## src/smap_pkg.sv

```systemverilog
// Shared types, constants and color tables for the segment color mapper.
package smap_pkg;

	localparam int HEAT_STOPS    = 11;
	localparam int HEAT_IW       = $clog2(HEAT_STOPS);
	localparam int FRAC_BITS_DEF = 16;

	typedef enum logic [2:0] {
		MODE_PREVIEW = 3'd0,
		MODE_ROLE    = 3'd1,
		MODE_TOOL    = 3'd2,
		MODE_HEAT    = 3'd3,
		MODE_FLOW    = 3'd4
	} mode_t;

	localparam logic [1:0] CFG_MODE = 2'd0;
	localparam logic [1:0] CFG_MIN  = 2'd1;
	localparam logic [1:0] CFG_MAX  = 2'd2;

	localparam logic [1:0] MOTION_TRAVEL = 2'd1;
	localparam logic [1:0] MOTION_WIPE   = 2'd2;

	localparam logic [15:0] TOOL_NONE = 16'hffff;

	typedef struct packed {
		logic [7:0] r;
		logic [7:0] g;
		logic [7:0] b;
	} rgb_t;

	// color carried alongside the heat math
	typedef struct packed {
		logic heat;
		rgb_t rgb;
		logic ok;
	} side_t;

	function automatic rgb_t role_rgb(input logic [7:0] role, input logic [1:0] motion,
			input logic travel);
		rgb_t c;
		c = '{8'd128, 8'd128, 8'd128};
		if (travel && (motion == MOTION_TRAVEL || motion == MOTION_WIPE)) begin
			c = '{8'd56, 8'd72, 8'd155};
		end else begin
			case (role)
				8'd0:  c = '{8'd230, 8'd179, 8'd179};
				8'd1:  c = '{8'd255, 8'd230, 8'd77};
				8'd2:  c = '{8'd255, 8'd125, 8'd56};
				8'd3:  c = '{8'd31, 8'd31, 8'd255};
				8'd4:  c = '{8'd176, 8'd48, 8'd41};
				8'd5:  c = '{8'd150, 8'd84, 8'd204};
				8'd6:  c = '{8'd240, 8'd64, 8'd64};
				8'd7:  c = '{8'd102, 8'd92, 8'd199};
				8'd8:  c = '{8'd255, 8'd140, 8'd105};
				8'd9:  c = '{8'd77, 8'd128, 8'd186};
				8'd10: c = '{8'd77, 8'd128, 8'd186};
				8'd11: c = '{8'd255, 8'd255, 8'd255};
				8'd12: c = '{8'd0, 8'd135, 8'd110};
				8'd13: c = '{8'd0, 8'd59, 8'd110};
				8'd14: c = '{8'd0, 8'd255, 8'd0};
				8'd15: c = '{8'd0, 8'd128, 8'd0};
				8'd16: c = '{8'd0, 8'd64, 8'd0};
				8'd17: c = '{8'd179, 8'd227, 8'd171};
				8'd18: c = '{8'd94, 8'd209, 8'd148};
				8'd19: c = '{8'd128, 8'd128, 8'd128};
				8'd20: c = '{8'd26, 8'd173, 8'd196};
				8'd21: c = '{8'd0, 8'd104, 8'd122};
				8'd22: c = '{8'd220, 8'd150, 8'd95};
				default: c = '{8'd128, 8'd128, 8'd128};
			endcase
		end
		return c;
	endfunction

	// tool mod 5 by reciprocal multiply, exact for 16-bit ids
	function automatic rgb_t tool_rgb(input logic [15:0] tool);
		logic [32:0] prod;
		logic [14:0] quo;
		logic [17:0] rem;
		rgb_t c;
		prod = {17'd0, tool} * 33'd52429;
		quo  = prod[32:18];
		rem  = {2'd0, tool} - ({3'd0, quo} * 18'd5);
		if (tool == TOOL_NONE) begin
			rem = 18'd0;
		end
		case (rem[2:0])
			3'd1:    c = '{8'd242, 8'd117, 8'd89};
			3'd2:    c = '{8'd89, 8'd209, 8'd122};
			3'd3:    c = '{8'd198, 8'd127, 8'd242};
			3'd4:    c = '{8'd242, 8'd198, 8'd63};
			default: c = '{8'd63, 8'd168, 8'd237};
		endcase
		return c;
	endfunction

	function automatic rgb_t heat_stop(input logic [HEAT_IW-1:0] idx);
		rgb_t c;
		case (idx)
			4'd1:  c = '{8'd19, 8'd89, 8'd133};
			4'd2:  c = '{8'd28, 8'd136, 8'd145};
			4'd3:  c = '{8'd4, 8'd214, 8'd15};
			4'd4:  c = '{8'd170, 8'd242, 8'd0};
			4'd5:  c = '{8'd252, 8'd249, 8'd3};
			4'd6:  c = '{8'd245, 8'd206, 8'd10};
			4'd7:  c = '{8'd227, 8'd136, 8'd32};
			4'd8:  c = '{8'd209, 8'd104, 8'd48};
			4'd9:  c = '{8'd194, 8'd82, 8'd60};
			4'd10: c = '{8'd148, 8'd38, 8'd22};
			default: c = '{8'd11, 8'd44, 8'd122};
		endcase
		return c;
	endfunction

endpackage

```

## src/smap_div.sv

```systemverilog
// Pipelined restoring divider: one quotient bit per stage, gives t in [0,1].
module smap_div import smap_pkg::*; #(
	parameter int FRAC_BITS = FRAC_BITS_DEF
) (
	input  logic               clk,
	input  logic               arst_n,
	input  logic               en,
	input  logic               in_valid,
	input  logic               in_zero,
	input  logic               in_sat,
	input  logic [31:0]        in_rem,
	input  logic [31:0]        in_den,
	input  side_t              in_side,
	output logic               out_valid,
	output logic [FRAC_BITS:0] out_t,
	output side_t              out_side
);

	logic                 vld_s  [0:FRAC_BITS];
	logic                 zero_s [0:FRAC_BITS];
	logic                 sat_s  [0:FRAC_BITS];
	logic [31:0]          rem_s  [0:FRAC_BITS];
	logic [31:0]          den_s  [0:FRAC_BITS];
	logic [FRAC_BITS-1:0] quo_s  [0:FRAC_BITS];
	side_t                side_s [0:FRAC_BITS];

	assign vld_s[0]  = in_valid;
	assign zero_s[0] = in_zero;
	assign sat_s[0]  = in_sat;
	assign rem_s[0]  = in_rem;
	assign den_s[0]  = in_den;
	assign quo_s[0]  = '0;
	assign side_s[0] = in_side;

	for (genvar j = 1; j <= FRAC_BITS; j++) begin : g_step
		logic [32:0] dbl;
		logic [32:0] dif;
		logic        ge;

		always_comb begin
			dbl = {rem_s[j-1], 1'b0};
			dif = dbl - {1'b0, den_s[j-1]};
			ge  = dbl >= {1'b0, den_s[j-1]};
		end

		always_ff @(posedge clk or negedge arst_n) begin
			if (!arst_n) begin
				vld_s[j] <= 1'b0;
			end else if (en) begin
				vld_s[j] <= vld_s[j-1];
			end
		end

		always_ff @(posedge clk) begin
			if (en) begin
				zero_s[j] <= zero_s[j-1];
				sat_s[j]  <= sat_s[j-1];
				rem_s[j]  <= ge ? dif[31:0] : dbl[31:0];
				den_s[j]  <= den_s[j-1];
				quo_s[j]  <= {quo_s[j-1][FRAC_BITS-2:0], ge};
				side_s[j] <= side_s[j-1];
			end
		end
	end

	always_comb begin
		priority if (zero_s[FRAC_BITS]) begin
			out_t = '0;
		end else if (sat_s[FRAC_BITS]) begin
			out_t = {1'b1, {FRAC_BITS{1'b0}}};
		end else begin
			out_t = {1'b0, quo_s[FRAC_BITS]};
		end
	end

	assign out_valid = vld_s[FRAC_BITS];
	assign out_side  = side_s[FRAC_BITS];

endmodule

```

## config.mk

```make
export PLATFORM = sky130hd
export DESIGN_NAME = smap_div
export DESIGN_NICKNAME = d
export VERILOG_FILES = /design/src/smap_pkg.sv /design/src/smap_div.sv
export SDC_FILE = /design/constraint.sdc
export NUM_CORES = 2
export LEC_CHECK = 0
export ABC_CLOCK_PERIOD_IN_PS = 3320
export BUFFER_PORTS_ARGS = -buffer_cell sky130_fd_sc_hd__clkbuf_2
export CAP_MARGIN = 20
export CORE_UTILIZATION = 45
export CTS_CLUSTER_DIAMETER = 40
export CTS_CLUSTER_SIZE = 8
export DETAILED_ROUTE_END_ITERATION = 6
export GPL_ROUTABILITY_DRIVEN = 0
export PLACE_DENSITY_LB_ADDON = 0.08
export SLEW_MARGIN = 20
export SYNTH_ARGS = -nofsm -noshare
export SYNTH_HDL_FRONTEND = slang
export SYNTH_SLANG_ARGS = --single-unit
```

## constraint.sdc

```tcl
create_clock -name clk -period 3.32 [get_ports clk]
set_input_delay 0.166 -clock clk [delete_from_list [all_inputs] [get_ports clk]]
set_output_delay 0.166 -clock clk [all_outputs]
set_load 0.005 [all_outputs]
```

## Yosys cells after proc, flatten, opt, wreduce, memory -nomap -nowiden

Cells that the tools add are included.

- Bits in registers: 1560
- Input bits: 96
- Output and inout bits: 44
- Logic and storage cells: 237

- $add $sub $neg: 15
- $lt $le $gt $ge: 16
- Mux-type cells: 17

Operators with widths:

| kind | number |
|---|---|
| greater-or-equal comparator 33 x 32 -> 1 bit | 16 |
| 2-to-1 mux 32 bit | 15 |
| subtractor 32 bit | 15 |
| 2-to-1 mux 17 bit | 2 |

## Depth between registers and ports, before layout

- Depth in word-level cells: 2
- Mapped depth: 16
- Depth with buffers taken out: 14

## Worst setup path before layout

No wires, ideal clock.

- Path kind: register to register
- From: register den_s[161] (netlist bit)
- To: register rem_s (netlist bit g_step[13].dbl[18]), data pin
- Setup time: 0.262 ns
- Arrival: 3.325 ns
- Data required time: 3.058 ns
- Path slack: -0.267 ns
- Stages on the path, launching flop included: 14
- Buffers on the path: 1
- Clock period less this slack: 3.587 ns
- Cells stage by stage: edfxtp_1 > inv_1 > ha_1 > nor2b_1 > o31a_1 > o21bai_1 > a2111oi_0 > a2111oi_2 > o21ai_1 > a31o_1 > a311o_1 > a21oi_2 > buf_4 > mux2_1

- Longest elaborated chain between the ends: 2
- Elaborated cells on any way between the ends: 3
- Those cells by class: add/sub (1); order compare (1); mux (1)

RTL lines:

| element | line | RTL |
|---|---|---|
| from (decl) | smap_div.sv:23 | `logic [31:0] den_s [0:FRAC_BITS];` |
| from (signal, indexed assignment) | smap_div.sv:59 | `den_s[j] <= den_s[j-1];` |
| subtractor 32 bit / greater-or-equal comparator 33 x 32 -> 1 bit (equally long branches) | smap_div.sv:42, smap_div.sv:43 |  |
| 2-to-1 mux 32 bit (*) | smap_div.sv:58 | `rem_s[j] <= ge ? dif[31:0] : dbl[31:0];` |
| to (signal, indexed assignment) | smap_div.sv:58 |  |
| to (decl) | smap_div.sv:22 | `logic [31:0] rem_s [0:FRAC_BITS];` |

Mark *: on every way between the ends. The rest lies on a longest branch, timed or not.
A chain may end at the register's enable or synchronous reset.

## Worst setup path in the final report

- From: register den_s[298] (netlist bit)
- To: register rem_s (netlist bit g_step[9].dbl[4]), data pin

- Longest elaborated chain between the ends: 2

RTL lines:

| element | line | RTL |
|---|---|---|
| greater-or-equal comparator 33 x 32 -> 1 bit | smap_div.sv:43 | `ge = dbl >= {1'b0, den_s[j-1]};` |
| 2-to-1 mux 32 bit | smap_div.sv:58 |  |

Every way passes these cells.

==> results.yml <==
setup_path:
  crit_slowest_cell: "edfxtp_1"
  cp.required_ps: 3950
  timing.rr.start: "den_s[298]"
  critPathCaptureType: "register"
  critPathMaxFanout: 12
  critPathLaunchType: "register"
  worstPathCellList: "inv_2 -> ha_4 -> a21oi_4 -> o21ai_2 -> or3_4 -> nor3_4 -> o31ai_4 -> a221o_1 -> a31o_4 -> a21oi_4 -> o21ai_4 -> a31oi_4 -> buf_6 -> buf_12 -> mux2_1"
  cp.arrival_ps: 4330
  reg2reg_depth: 15
  max_stage_delay_ps: 400
  cpMostUsedCell: "a21oi_4"
  cp-startpoint: "den_s[298]"
  crit_type: "register to register"
finish:
  drive_above_1_share_pct: 27.82
  final_cells: 10370
  syn2layout_area_growth_pct: 32.84
  final_cell_mix: "edfxtp_1 (1544), buf_4 (946), inv_1 (603)"
  diodes: 0
  layout.nets: 8515
  post-route-util_pct: 60.51
  final_common_cell: "edfxtp_1"
synthesis:
  yosysTopAreaCellShare_pct: 59.01
  synth_compound_area_share_pct: 12.70
  synth_top_cell_by_area: "edfxtp_1"
  netlist_area_mm2: 0.07857
  synth_area_per_cell_um2: 12.31
  synth_area_leaders: "edfxtp_1 (59%), ha_1 (8.1%), a21oi_1 (3.2%)"
  synth_fp_nets: 7006
  synth.yosys.seq_area_share_pct: 59.52
  synthFlopType: "edfxtp_1"
  synthAdderAreaFrac_pct: 8.520
  synth_edf_count: 1544
  async_reset_ff_share_pct: 1.026
  synth.distinct_cells: 89
  syn_inst: 6384
  synth_mux_area_share_pct: 2.951
  synthSimpleGateAreaFrac_pct: 7.759
  synth_xor_area_share_pct: 4.548
  synth_top_family_by_area: "compound AO/OA/AOI/OAI gates"
  ys_ff_latch: 1560
  yosys_warnings: 0
route:
  drt-vias-per-instance: 5.143
  first_iter_violations: 2564
  vias: 53330
  route.detailed.drc: 0
  ant_nets: 0
  routed_wl_um: 172300
  wl_per_cell_um: 16.62
  firstDrtPassIters: 7
power:
  seqPwrFrac_pct: 29.6
  swShare_pct: 32.53
  p_clk_share_pct: 26.6
  p_int_mw: 68.13
  p_switching_mw: 32.86
  power_density_mw_per_mm2: 967.6
  irDropWorstVdd_mv: 0.5394
  power_frac_comb_pct: 43.8
  leakage_nw: 43.71
die:
  core_mm2: 0.1725
  fp-row-count: 152
  start_util_pct: 45.55
  dieWidth_um: 419.8
  die_area_mm2: 0.1763
  die_y_um: 419.8
  io_pins: 140
global_route:
  antenna_found_initial: 0
  grt_pass1_wl_um: 268200
  overflow: 0
  grt_pass1_vias: 55110
  grt_max_degree: 110
  grt_use_total_pct: 19.02
timing:
  min_period_ps: 3702
  worst_pin_slew_ps: 975.3
  fmax_mhz: 270.1
  drv_slew: 0
  period_share_pct: 111.5
  tns_ps: -27250
  setup_viol: 158
  relSlewSlack_pct: 34.83
  fin_worst_skew_ps: 53.19
  setup_ws_ps: -382.2
  rsz0062_at_grt: "true"
  finalHoldViolCount: 0
clocking:
  htree_levels: 5
  ctsRootBufferMaster: "clkbuf_16"
  clkLatencyLatePin_ps: 910
  cts_buffer_depth: 4
  clk_pin_slew_worst_paths_ps: 50
  tritoncts: "yes"
  clkSinkCount: 1560
  cts_buffers: 300
hold_path:
  worstHoldPathCells: 3
  hp-class: "input pin to register"
  worst_hold_startpoint: "in_den[3]"
placed_design:
  numPortBuffers: 139
  place_hpwl_um: 119000
  dp_cells: 9592
flow_run:
  maxCapViolCount: 0
run_status:
  status: "complete, but fails checks"
  violations: "setup timing"
final cells by class:
cell class | count | area (um2)
Inverter | 625 | 2349
Fill cell | 13610 | 68120
Clock buffer | 349 | 7881
Timing Repair Buffer | 1378 | 11860
Multi-Input combinational cell | 4028 | 31580
Tap cell | 2310 | 2890
Clock inverter | 118 | 1045
Sequential cell | 1560 | 46760
cells by family (layout without fill, tap and decap cells):
logic type | count (synthesis) | count (layout)
AOI/OAI and AO/OA | 1587 | 1587
DFF | 1560 | 1560
and+or+nand+nor | 1301 | 1301
buffers and inverters | 796 | 2470
adders and majority gates | 526 | 526
xor gates and xnor gates | 408 | 408
muxes | 206 | 206
what timing repair did:
item                                    CTS  global route
pin swaps                                92           178
cloned                                   21            13
hold buffers                            153             0
setup buffers                            59            82
endpoints found under the setup margin  407           483
gates resized for setup                 305           425
hold endpoints to repair                483             0
per-layer routing:
| layer | wire length [um] | track usage (%) | up-vias | share of wire, % |
|---|---|---|---|---|
| met2 | 93540 | 36.76 | 1124 | 54 |
| met4 | 11190 | 12.76 | 0 | 6.5 |
| met1 | 61910 | 18.07 | 25070 | 36 |
| li1 | - | - | 26520 | - |
| met3 | 5662 | 3.313 | 617 | 3.3 |
| met5 | 0 | 0 | - | 0 |
worst paths after layout:
check | endpoint | slack, ps
hold / removal | den_s[483] | 110
hold reg to reg | side_s[206] | 400
setup / recovery | g_step[9].dbl[4] | -380
max in group asynchronous | vld_s[8] | 2440
min in group asynchronous | vld_s[1] | 410
setup reg to reg | g_step[9].dbl[4] | -380
worst max-delay path, delay by kind of cell (launching register included):
family | cells | cell delay (ps)
buffers and inverters | 3 | 370
AO/OA/AOI/OAI | 8 | 1490
adder cells (fa/ha/maj) | 1 | 210
multiplexers | 1 | 340
flip-flops | 1 | 400
AND/OR/NAND/NOR | 2 | 620
through the flow:
stage | setup slack [ps] | power, mW | instance area, um2 | hold WS, ps
floorplan | -87.01 | 53.88 | 78760 | -129.6
global placement | -464.1 | 66.82 | 89120 | 104.9
detailed placement | -508.8 | 67.37 | 89120 | 104.0
CTS | -336.4 | 98.84 | 101900 | 27.28
global route | -448.5 | 107.0 | 104400 | 73.63
finish | -382.2 | 101.0 | 104400 | 111.0
state kept, by name, indices dropped and copies added (netlist names):
signal	flops
g_step.dbl	480
vld_s	15
sat_s	16
out_valid	1
quo_s	136
out_side	26
den_s	480
side_s	390
zero_s	16
power by group through the flow:
| stage | Combinational [mW] | Clock [mW] | Sequential (mW) |
|---|---|---|---|
| floorplan | 24.7 | 0 | 29.2 |
| global placement | 36.8 | 0 | 30.1 |
| detailed placement | 37.3 | 0 | 30.1 |
| CTS | 41.4 | 27.6 | 29.8 |
| global route | 48.2 | 28.5 | 30.3 |
| finish | 44.2 | 26.8 | 29.9 |
cell usage after synthesis (15+ instances only):
library cell	count
nand2b_1	57
a211oi_1	25
inv_1	624
nor4_1	16
mux2_2	135
xnor2_1	239
buf_4	29
o211ai_1	22
buf_2	18
nand2_1	432
nand4_1	79
o21a_1	68
ha_1	511
nor2b_1	78
nand3_1	76
dfrtp_1	16
and3_1	55
and2_1	37
a31o_2	16
o31ai_1	31
xor2_1	169
nor3_1	61
a21oi_1	496
edfxtp_1	1544
nor2_1	347
a21o_1	253
o21bai_1	65
fa_1	15
or2_2	16
o21ai_1	50
mux2_1	54
a31oi_1	45
o21ai_0	338
clkbuf_1	117
Power figures use the tool's default switching activity.
