===== src/smap_pkg.sv =====
// Shared types, constants and color tables for the segment color mapper.
package smap_pkg;

	localparam int HEAT_STOPS    = 11;
	localparam int HEAT_IW       = $clog2(HEAT_STOPS);
	localparam int FRAC_BITS_DEF = 16;

	typedef enum logic [2:0] {
		MODE_PREVIEW = 3'd0,
		MODE_ROLE    = 3'd1,
		MODE_TOOL    = 3'd2,
		MODE_HEAT    = 3'd3,
		MODE_FLOW    = 3'd4
	} mode_t;

	localparam logic [1:0] CFG_MODE = 2'd0;
	localparam logic [1:0] CFG_MIN  = 2'd1;
	localparam logic [1:0] CFG_MAX  = 2'd2;

	localparam logic [1:0] MOTION_TRAVEL = 2'd1;
	localparam logic [1:0] MOTION_WIPE   = 2'd2;

	localparam logic [15:0] TOOL_NONE = 16'hffff;

	typedef struct packed {
		logic [7:0] r;
		logic [7:0] g;
		logic [7:0] b;
	} rgb_t;

	// color carried alongside the heat math
	typedef struct packed {
		logic heat;
		rgb_t rgb;
		logic ok;
	} side_t;

	function automatic rgb_t role_rgb(input logic [7:0] role, input logic [1:0] motion,
			input logic travel);
		rgb_t c;
		c = '{8'd128, 8'd128, 8'd128};
		if (travel && (motion == MOTION_TRAVEL || motion == MOTION_WIPE)) begin
			c = '{8'd56, 8'd72, 8'd155};
		end else begin
			case (role)
				8'd0:  c = '{8'd230, 8'd179, 8'd179};
				8'd1:  c = '{8'd255, 8'd230, 8'd77};
				8'd2:  c = '{8'd255, 8'd125, 8'd56};
				8'd3:  c = '{8'd31, 8'd31, 8'd255};
				8'd4:  c = '{8'd176, 8'd48, 8'd41};
				8'd5:  c = '{8'd150, 8'd84, 8'd204};
				8'd6:  c = '{8'd240, 8'd64, 8'd64};
				8'd7:  c = '{8'd102, 8'd92, 8'd199};
				8'd8:  c = '{8'd255, 8'd140, 8'd105};
				8'd9:  c = '{8'd77, 8'd128, 8'd186};
				8'd10: c = '{8'd77, 8'd128, 8'd186};
				8'd11: c = '{8'd255, 8'd255, 8'd255};
				8'd12: c = '{8'd0, 8'd135, 8'd110};
				8'd13: c = '{8'd0, 8'd59, 8'd110};
				8'd14: c = '{8'd0, 8'd255, 8'd0};
				8'd15: c = '{8'd0, 8'd128, 8'd0};
				8'd16: c = '{8'd0, 8'd64, 8'd0};
				8'd17: c = '{8'd179, 8'd227, 8'd171};
				8'd18: c = '{8'd94, 8'd209, 8'd148};
				8'd19: c = '{8'd128, 8'd128, 8'd128};
				8'd20: c = '{8'd26, 8'd173, 8'd196};
				8'd21: c = '{8'd0, 8'd104, 8'd122};
				8'd22: c = '{8'd220, 8'd150, 8'd95};
				default: c = '{8'd128, 8'd128, 8'd128};
			endcase
		end
		return c;
	endfunction

	// tool mod 5 by reciprocal multiply, exact for 16-bit ids
	function automatic rgb_t tool_rgb(input logic [15:0] tool);
		logic [32:0] prod;
		logic [14:0] quo;
		logic [17:0] rem;
		rgb_t c;
		prod = {17'd0, tool} * 33'd52429;
		quo  = prod[32:18];
		rem  = {2'd0, tool} - ({3'd0, quo} * 18'd5);
		if (tool == TOOL_NONE) begin
			rem = 18'd0;
		end
		case (rem[2:0])
			3'd1:    c = '{8'd242, 8'd117, 8'd89};
			3'd2:    c = '{8'd89, 8'd209, 8'd122};
			3'd3:    c = '{8'd198, 8'd127, 8'd242};
			3'd4:    c = '{8'd242, 8'd198, 8'd63};
			default: c = '{8'd63, 8'd168, 8'd237};
		endcase
		return c;
	endfunction

	function automatic rgb_t heat_stop(input logic [HEAT_IW-1:0] idx);
		rgb_t c;
		case (idx)
			4'd1:  c = '{8'd19, 8'd89, 8'd133};
			4'd2:  c = '{8'd28, 8'd136, 8'd145};
			4'd3:  c = '{8'd4, 8'd214, 8'd15};
			4'd4:  c = '{8'd170, 8'd242, 8'd0};
			4'd5:  c = '{8'd252, 8'd249, 8'd3};
			4'd6:  c = '{8'd245, 8'd206, 8'd10};
			4'd7:  c = '{8'd227, 8'd136, 8'd32};
			4'd8:  c = '{8'd209, 8'd104, 8'd48};
			4'd9:  c = '{8'd194, 8'd82, 8'd60};
			4'd10: c = '{8'd148, 8'd38, 8'd22};
			default: c = '{8'd11, 8'd44, 8'd122};
		endcase
		return c;
	endfunction

endpackage


===== src/smap_ramp.sv =====
// Heat ramp: segment pick, per-channel interpolation, output register.
module smap_ramp import smap_pkg::*; #(
	parameter int FRAC_BITS = FRAC_BITS_DEF
) (
	input  logic               clk,
	input  logic               arst_n,
	input  logic               en,
	input  logic               in_valid,
	input  logic [FRAC_BITS:0] in_t,
	input  side_t              in_side,
	output logic               out_valid,
	output rgb_t               out_rgb,
	output logic               out_ok
);

	localparam int GW = FRAC_BITS + 1 + HEAT_IW;
	localparam int PW = FRAC_BITS + 11;
	localparam logic [HEAT_IW:0] LAST_SEG = (HEAT_IW + 1)'(HEAT_STOPS - 2);

	// stage 1: g = t * (stops - 1), split into segment and fraction
	logic [GW-1:0]      g;
	logic [HEAT_IW:0]   seg_raw;
	logic [HEAT_IW:0]   seg;
	logic [GW-1:0]      kfull;
	logic               vld_s1;
	logic [HEAT_IW-1:0] seg_s1;
	logic [FRAC_BITS:0] k_s1;
	side_t              side_s1;

	always_comb begin
		g       = GW'(in_t) * GW'(HEAT_STOPS - 1);
		seg_raw = g[GW-1:FRAC_BITS];
		seg     = (seg_raw > LAST_SEG) ? LAST_SEG : seg_raw;
		kfull   = g - (GW'(seg) << FRAC_BITS);
	end

	always_ff @(posedge clk or negedge arst_n) begin
		if (!arst_n) begin
			vld_s1 <= 1'b0;
		end else if (en) begin
			vld_s1 <= in_valid;
		end
	end

	always_ff @(posedge clk) begin
		if (en) begin
			seg_s1  <= seg[HEAT_IW-1:0];
			k_s1    <= kfull[FRAC_BITS:0];
			side_s1 <= in_side;
		end
	end

	// stage 2: (b - a) * k per channel
	rgb_t                  lo_c;
	rgb_t                  hi_c;
	logic signed [8:0]     dif [3];
	logic signed [PW-1:0]  prd [3];
	logic                  vld_s2;
	rgb_t                  base_s2;
	logic signed [PW-1:0]  prd_s2 [3];
	side_t                 side_s2;

	always_comb begin
		lo_c   = heat_stop(seg_s1);
		hi_c   = heat_stop(seg_s1 + HEAT_IW'(1));
		dif[0] = $signed({1'b0, hi_c.r}) - $signed({1'b0, lo_c.r});
		dif[1] = $signed({1'b0, hi_c.g}) - $signed({1'b0, lo_c.g});
		dif[2] = $signed({1'b0, hi_c.b}) - $signed({1'b0, lo_c.b});
		for (int c = 0; c < 3; c++) begin
			prd[c] = PW'(dif[c]) * PW'($signed({1'b0, k_s1}));
		end
	end

	always_ff @(posedge clk or negedge arst_n) begin
		if (!arst_n) begin
			vld_s2 <= 1'b0;
		end else if (en) begin
			vld_s2 <= vld_s1;
		end
	end

	always_ff @(posedge clk) begin
		if (en) begin
			base_s2 <= lo_c;
			prd_s2  <= prd;
			side_s2 <= side_s1;
		end
	end

	// stage 3: floor(a + (b - a) * k), or the carried color
	logic signed [PW-1:0] acc [3];
	logic                 vld_s3;
	rgb_t                 rgb_s3;
	logic                 ok_s3;

	always_comb begin
		acc[0] = $signed(PW'({base_s2.r, {FRAC_BITS{1'b0}}})) + prd_s2[0];
		acc[1] = $signed(PW'({base_s2.g, {FRAC_BITS{1'b0}}})) + prd_s2[1];
		acc[2] = $signed(PW'({base_s2.b, {FRAC_BITS{1'b0}}})) + prd_s2[2];
	end

	always_ff @(posedge clk or negedge arst_n) begin
		if (!arst_n) begin
			vld_s3 <= 1'b0;
		end else if (en) begin
			vld_s3 <= vld_s2;
		end
	end

	always_ff @(posedge clk) begin
		if (en) begin
			if (side_s2.heat) begin
				rgb_s3 <= '{acc[0][FRAC_BITS+7:FRAC_BITS], acc[1][FRAC_BITS+7:FRAC_BITS],
					acc[2][FRAC_BITS+7:FRAC_BITS]};
				ok_s3  <= 1'b1;
			end else begin
				rgb_s3 <= side_s2.rgb;
				ok_s3  <= side_s2.ok;
			end
		end
	end

	assign out_valid = vld_s3;
	assign out_rgb   = rgb_s3;
	assign out_ok    = ok_s3;

endmodule

===== config.mk =====
export PLATFORM = sky130hd
export DESIGN_NAME = smap_ramp
export DESIGN_NICKNAME = d
export VERILOG_FILES = /design/src/smap_pkg.sv /design/src/smap_ramp.sv
export SDC_FILE = /design/constraint.sdc
export NUM_CORES = 1
export LEC_CHECK = 0
export BUFFER_PORTS_ARGS = -buffer_cell sky130_fd_sc_hd__buf_2
export CORE_MARGIN = 2
export CORE_UTILIZATION = 45
export CTS_BUF_LIST = sky130_fd_sc_hd__clkbuf_8
export CTS_CLUSTER_DIAMETER = 40
export DETAILED_ROUTE_END_ITERATION = 10
export PLACE_DENSITY_LB_ADDON = 0.25
export SLEW_MARGIN = 25
export SYNTH_ARGS = -nofsm -noshare
export SYNTH_HDL_FRONTEND = slang
export SYNTH_SLANG_ARGS = --single-unit

===== constraint.sdc =====
create_clock -name clk -period 13.7 [get_ports clk]
set_input_delay 2.055 -clock clk [delete_from_list [all_inputs] [get_ports clk]]
set_output_delay 2.055 -clock clk [all_outputs]
set_load 0.005 [all_outputs]

==> Yosys cells after proc, flatten, opt, wreduce, memory -nomap -nowiden <==
Memories as Yosys holds them, arrays and structs flattened. A register that Yosys moved wholly into a read port is not among the register bits.
Cells that the tools add are included.
{ "totals": {"reg_bits": 197, "latchBits": 0, "mem_bits_rw": 0, "in_bits": 47, "output_inout_bits": 26, "mem_bits_ro": 768, "wordCells": 43, "mem_count": 2} }
{ "mem_list": {"columns": ["name", "depth", "width", "read_ports", "rd_clocked_by_memory_dff", "wr", "line", "text"], "rows": [
  ["(name not given)", 16, 24, 1, 1, 0, "smap_pkg.sv:99", "case (idx)"],
  ["(name not given)", 16, 24, 1, 0, 0, "smap_pkg.sv:99", null]
]} }
{ "op_classes": {"multipliers": 4, "reduce_logical": 0, "n_bitwise": 0, "eq_ne": 0, "shifts": 0, "n_div": 0, "magnitude_cmp": 1, "muxes": 3, "addsub": 8} }
{ "op_table": {"columns": ["op", "count"], "rows": [
  ["$add A24 B24 Y24", 3],
  ["$mul A9 B18 Y24", 3],
  ["$sub A8 B8 Y9", 3],
  ["$mux W24", 1],
  ["$mul A17 B3 Y20 const B", 1],
  ["$sub A17 B17 Y17", 1],
  ["$mux W4", 2],
  ["$gt A5 B4 Y1 const B", 1],
  ["$add A4 B1 Y4 const B", 1]
]} }

==> Depth between registers and ports, before layout <==
{ "logic_depth": {"word_depth": 4, "mapped_depth": 34, "ltp_nobuf": 32} }

==> Least setup slack after synthesis <==
Ideal clock, no wire load.
{ "synth_path": {"path_kind": "reg2reg", "start": "register seg_s1[2]", "end": "register prd_s2[77] in the netlist's numbering, data pin", "required_time_ps": 13432, "stages_incl_launch_ff": 32, "n_path_buf": 3, "period_less_slack_ps": 7991, "setup_time_ps": 268, "arrival_time_ps": 7723, "slack_ps": 5709, "cell_sequence": "edfxtp_1 -> clkbuf_1 -> clkinv_1 -> ha_1 -> clkbuf_1 -> o21ai_1 -> ha_1 -> fa_1 -> nor2b_1 -> nor3_1 -> o21ai_1 -> xor2_1 -> clkbuf_1 -> nand2_1 -> fa_1 -> inv_1 -> ha_1 -> inv_1 -> fa_1 -> inv_1 -> fa_1 -> inv_1 -> fa_1 -> inv_1 -> ha_1 -> a21oi_1 -> nor2b_1 -> o31a_1 -> o41a_1 -> a21bo_2 -> o31ai_4 -> xnor3_1"} }
{ "synth_rtl": {"columns": ["item", "line", "text"], "rows": [
  ["start, declared", "smap_ramp.sv:26", "logic [HEAT_IW-1:0] seg_s1;"],
  ["start signal, assigned", "smap_ramp.sv:47", "seg_s1 <= seg[HEAT_IW-1:0];"],
  ["end signal, assigned", "smap_ramp.sv:85", "prd_s2 <= prd;"],
  ["end, declared", "smap_ramp.sv:60", "logic signed [PW-1:0] prd_s2 [3];"]
]} }

==> flow_metrics.env <==
export IMPL_status="finished clean"
export IMPL_routedWlPerCell_um=17.6
export IMPL_synth_area_mm2=0.0205
export IMPL_cts_tree="done"
export IMPL_cp_end_kind="flip-flop"
export IMPL_fin_tns_setup_ns=0
export IMPL_cts_num_sinks=148
export IMPL_synth_top_area_share_pct=29.6
export IMPL_portBuffers=72
export IMPL_clock_skew_ns=0.0210
export IMPL_clk_pin_slew_worst_paths_ns=0.09
export IMPL_post_dp_cell_area_mm2=0.0216
export IMPL_n_fill_cell=4134
export IMPL_die_area_mm2=0.0473
export IMPL_cts_root_buffer="clkbuf_8"
export IMPL_cp_buffers_inverters=6
export IMPL_routabilityCongestion=0.907
export IMPL_cp_start_kind="flip-flop"
export IMPL_cts_buffers=17
export IMPL_syn2layout_area_growth_pct=7.45
export IMPL_wl_mm=46.6
export IMPL_tightest_slew_ns=1.06
export IMPL_die_x_um=218
export IMPL_worst_setup_path_type="flip-flop to flip-flop"
export IMPL_grt_overflow=0
export IMPL_slew_headroom_pct=29.6
export IMPL_hp_class="flip-flop to flip-flop"
export IMPL_htree_levels=4
export IMPL_synth_top_cells_by_area="fa_1, edfxtp_1, ha_1"
export IMPL_via_count=14100
export IMPL_hold_ws_ns=0.424
export IMPL_grt_antenna_before_repair=1
export IMPL_slowest_delay_ns=0.87
export IMPL_slew_viol_final=0
export IMPL_cp_slowest_cell="ha_1"
export IMPL_crit_family="adder cells"
export IMPL_postCtsSetupBuffers=0
export IMPL_synth_enable_flop_cells=145
export IMPL_dieHeight_um=218
export IMPL_drc=0
export IMPL_fin_crit_ns=9.24
export IMPL_hold_buffers=0
export IMPL_maxCapViolCount=0
export IMPL_grt_pass1_wl_mm=78.4
export IMPL_ys_top_cells_by_count="fa_1, inv_1, ha_1"
export IMPL_start_util_pct=45.4
export IMPL_grt_pass1_vias=15400
export IMPL_clock_latency_ns=0.49
export IMPL_rsz0062_at_grt="false"
export IMPL_cp_required_ns=13.92
export IMPL_drive_gt1_share_pct=8.77
export IMPL_synth_fp_nets=2565
export IMPL_core_area_mm2=0.0452
export IMPL_ys_flop_type="edfxtp_1"
export IMPL_drtAntennaViolNets=0
export IMPL_avgViaCountPerCell=5.32
export IMPL_multi_input_area_mm2=0.0148
export IMPL_synthCells=1978
export IMPL_ys_warn_count=0
export IMPL_worst_path_max_fanout=25
export IMPL_fin_area_mm2=0.0221
export IMPL_drt_iter0_drc=735
export IMPL_hold_viol_final=0
export IMPL_synth_async_sr_flop_share_pct=2.03
export IMPL_min_period_over_period_pct=67.4
export IMPL_ys_ff_latch=148
export IMPL_synth_top_cell_by_area="fa_1"
export IMPL_fmax_mhz=108
export IMPL_regArea_mm2=0.00443
export IMPL_seq_area_frac_synth_pct=21.6
export IMPL_clock_path_buffers=2
export IMPL_crit_arrival_ns=9.46
export IMPL_firstDrtPassIters=5
export IMPL_grtUsageTotal_pct=20.8
export IMPL_ctsResizeCount=0
export IMPL_ys_types=68
export IMPL_layout_nets=2615
export IMPL_avgSynthCellArea_um2=10.4
export IMPL_final_cells=2641
export IMPL_yosysMostFrequentCell="fa_1"
export IMPL_dp_cells=2607
export IMPL_ios=73
export IMPL_hpwl_mm=35.6
export IMPL_grt_max_degree=90
export IMPL_rows=78
export IMPL_antenna_cells=0
export IMPL_finalSetupViolCount=0
final timing paths:
| path | from | endpoint | slack [ns] | cells past startpoint |
|---|---|---|---|---|
| min | side_s1[11] | side_s2[11] | 0.42 | 0 |
| max in group asynchronous | arst_n | out_valid | 12.24 | 1 |
| min reg2reg | side_s1[11] | side_s2[11] | 0.42 | 0 |
| max reg2reg | seg_s1[2] | prd_s2[77] | 4.46 | 29 |
| min in group asynchronous | arst_n | vld_s1 | 1.36 | 1 |
| max | seg_s1[2] | prd_s2[77] | 4.46 | 29 |
metal layers:
metal | part of all wire [%] | up-vias | GRT usage, % | routed length [um]
met5 | 0 | - | 0 | 0
met4 | 1.8 | 0 | 5.30 | 843
met3 | 4.5 | 53 | 2.96 | 2090
met2 | 49 | 306 | 35.5 | 22600
met1 | 45 | 7186 | 28.0 | 21000
li1 | - | 6518 | - | -
through the flow:
step | setup WS (ns) | utilization (%)
after floorplan | 5.71 | -
after global placement | 4.52 | 47.8
after detailed placement | 4.20 | 47.8
after CTS | 4.15 | 48.7
after global routing | 3.85 | 48.8
final | 4.46 | 48.8
final cells by class:
cell class	instances	area share, %
multi-input combinational	1483	67.1
clock inverter	15	0.754
inverter	270	4.59
tap	600	3.40
clock buffer	17	1.06
timing repair buffer	108	2.99
sequential	148	20.1
sequential cells by signal, summed over array words and instances (netlist names):
register   flops
out_ok         1
vld_s2         1
vld_s1         1
base_s2       24
out_rgb       24
side_s1       26
side_s2       26
out_valid      1
seg_s1         4
prd_s2        24
k_s1          16
cells by family after synthesis:
kind of cell,count (synthesis),synth area share (%)
buf+inv,347,6.38
flops,148,21.6
compound gates,227,7.20
simple gates,601,15.5
xor+xnor,87,3.85
fa+ha+maj,540,44.0
mux,28,1.49
layout by cell type (no fill, tap or decap), types with 20 or more instances in the layout:
| master | Yosys | final |
|---|---|---|
| a21o_1 | 20 | 20 |
| xor2_1 | 22 | 22 |
| ha_1 | 236 | 236 |
| mux2_2 | 21 | 21 |
| fa_1 | 304 | 304 |
| o21a_1 | 24 | 24 |
| nand2b_1 | 63 | 63 |
| and2_1 | 213 | 213 |
| a21oi_1 | 71 | 71 |
| buf_4 | 0 | 33 |
| inv_1 | 267 | 267 |
| o21ai_0 | 34 | 34 |
| edfxtp_1 | 145 | 145 |
| buf_2 | 0 | 71 |
| nand2_1 | 152 | 152 |
| nor2_1 | 84 | 84 |
| xnor2_1 | 63 | 61 |
worst register-to-register path: cells and delay by family (launching register included):
kind,cells,cell delay [ns]
flip-flops,1,0.79
AND/OR/NAND/NOR,5,0.59
buffers and inverters,6,0.99
XOR/XNOR,2,0.89
adder cells (fa/ha/maj),8,3.73
AO/OA/AOI/OAI,8,1.98
Power is left out: the tool's default activity adds up to more than one toggle a clock period on the data nets, which glitch-free logic cannot reach.
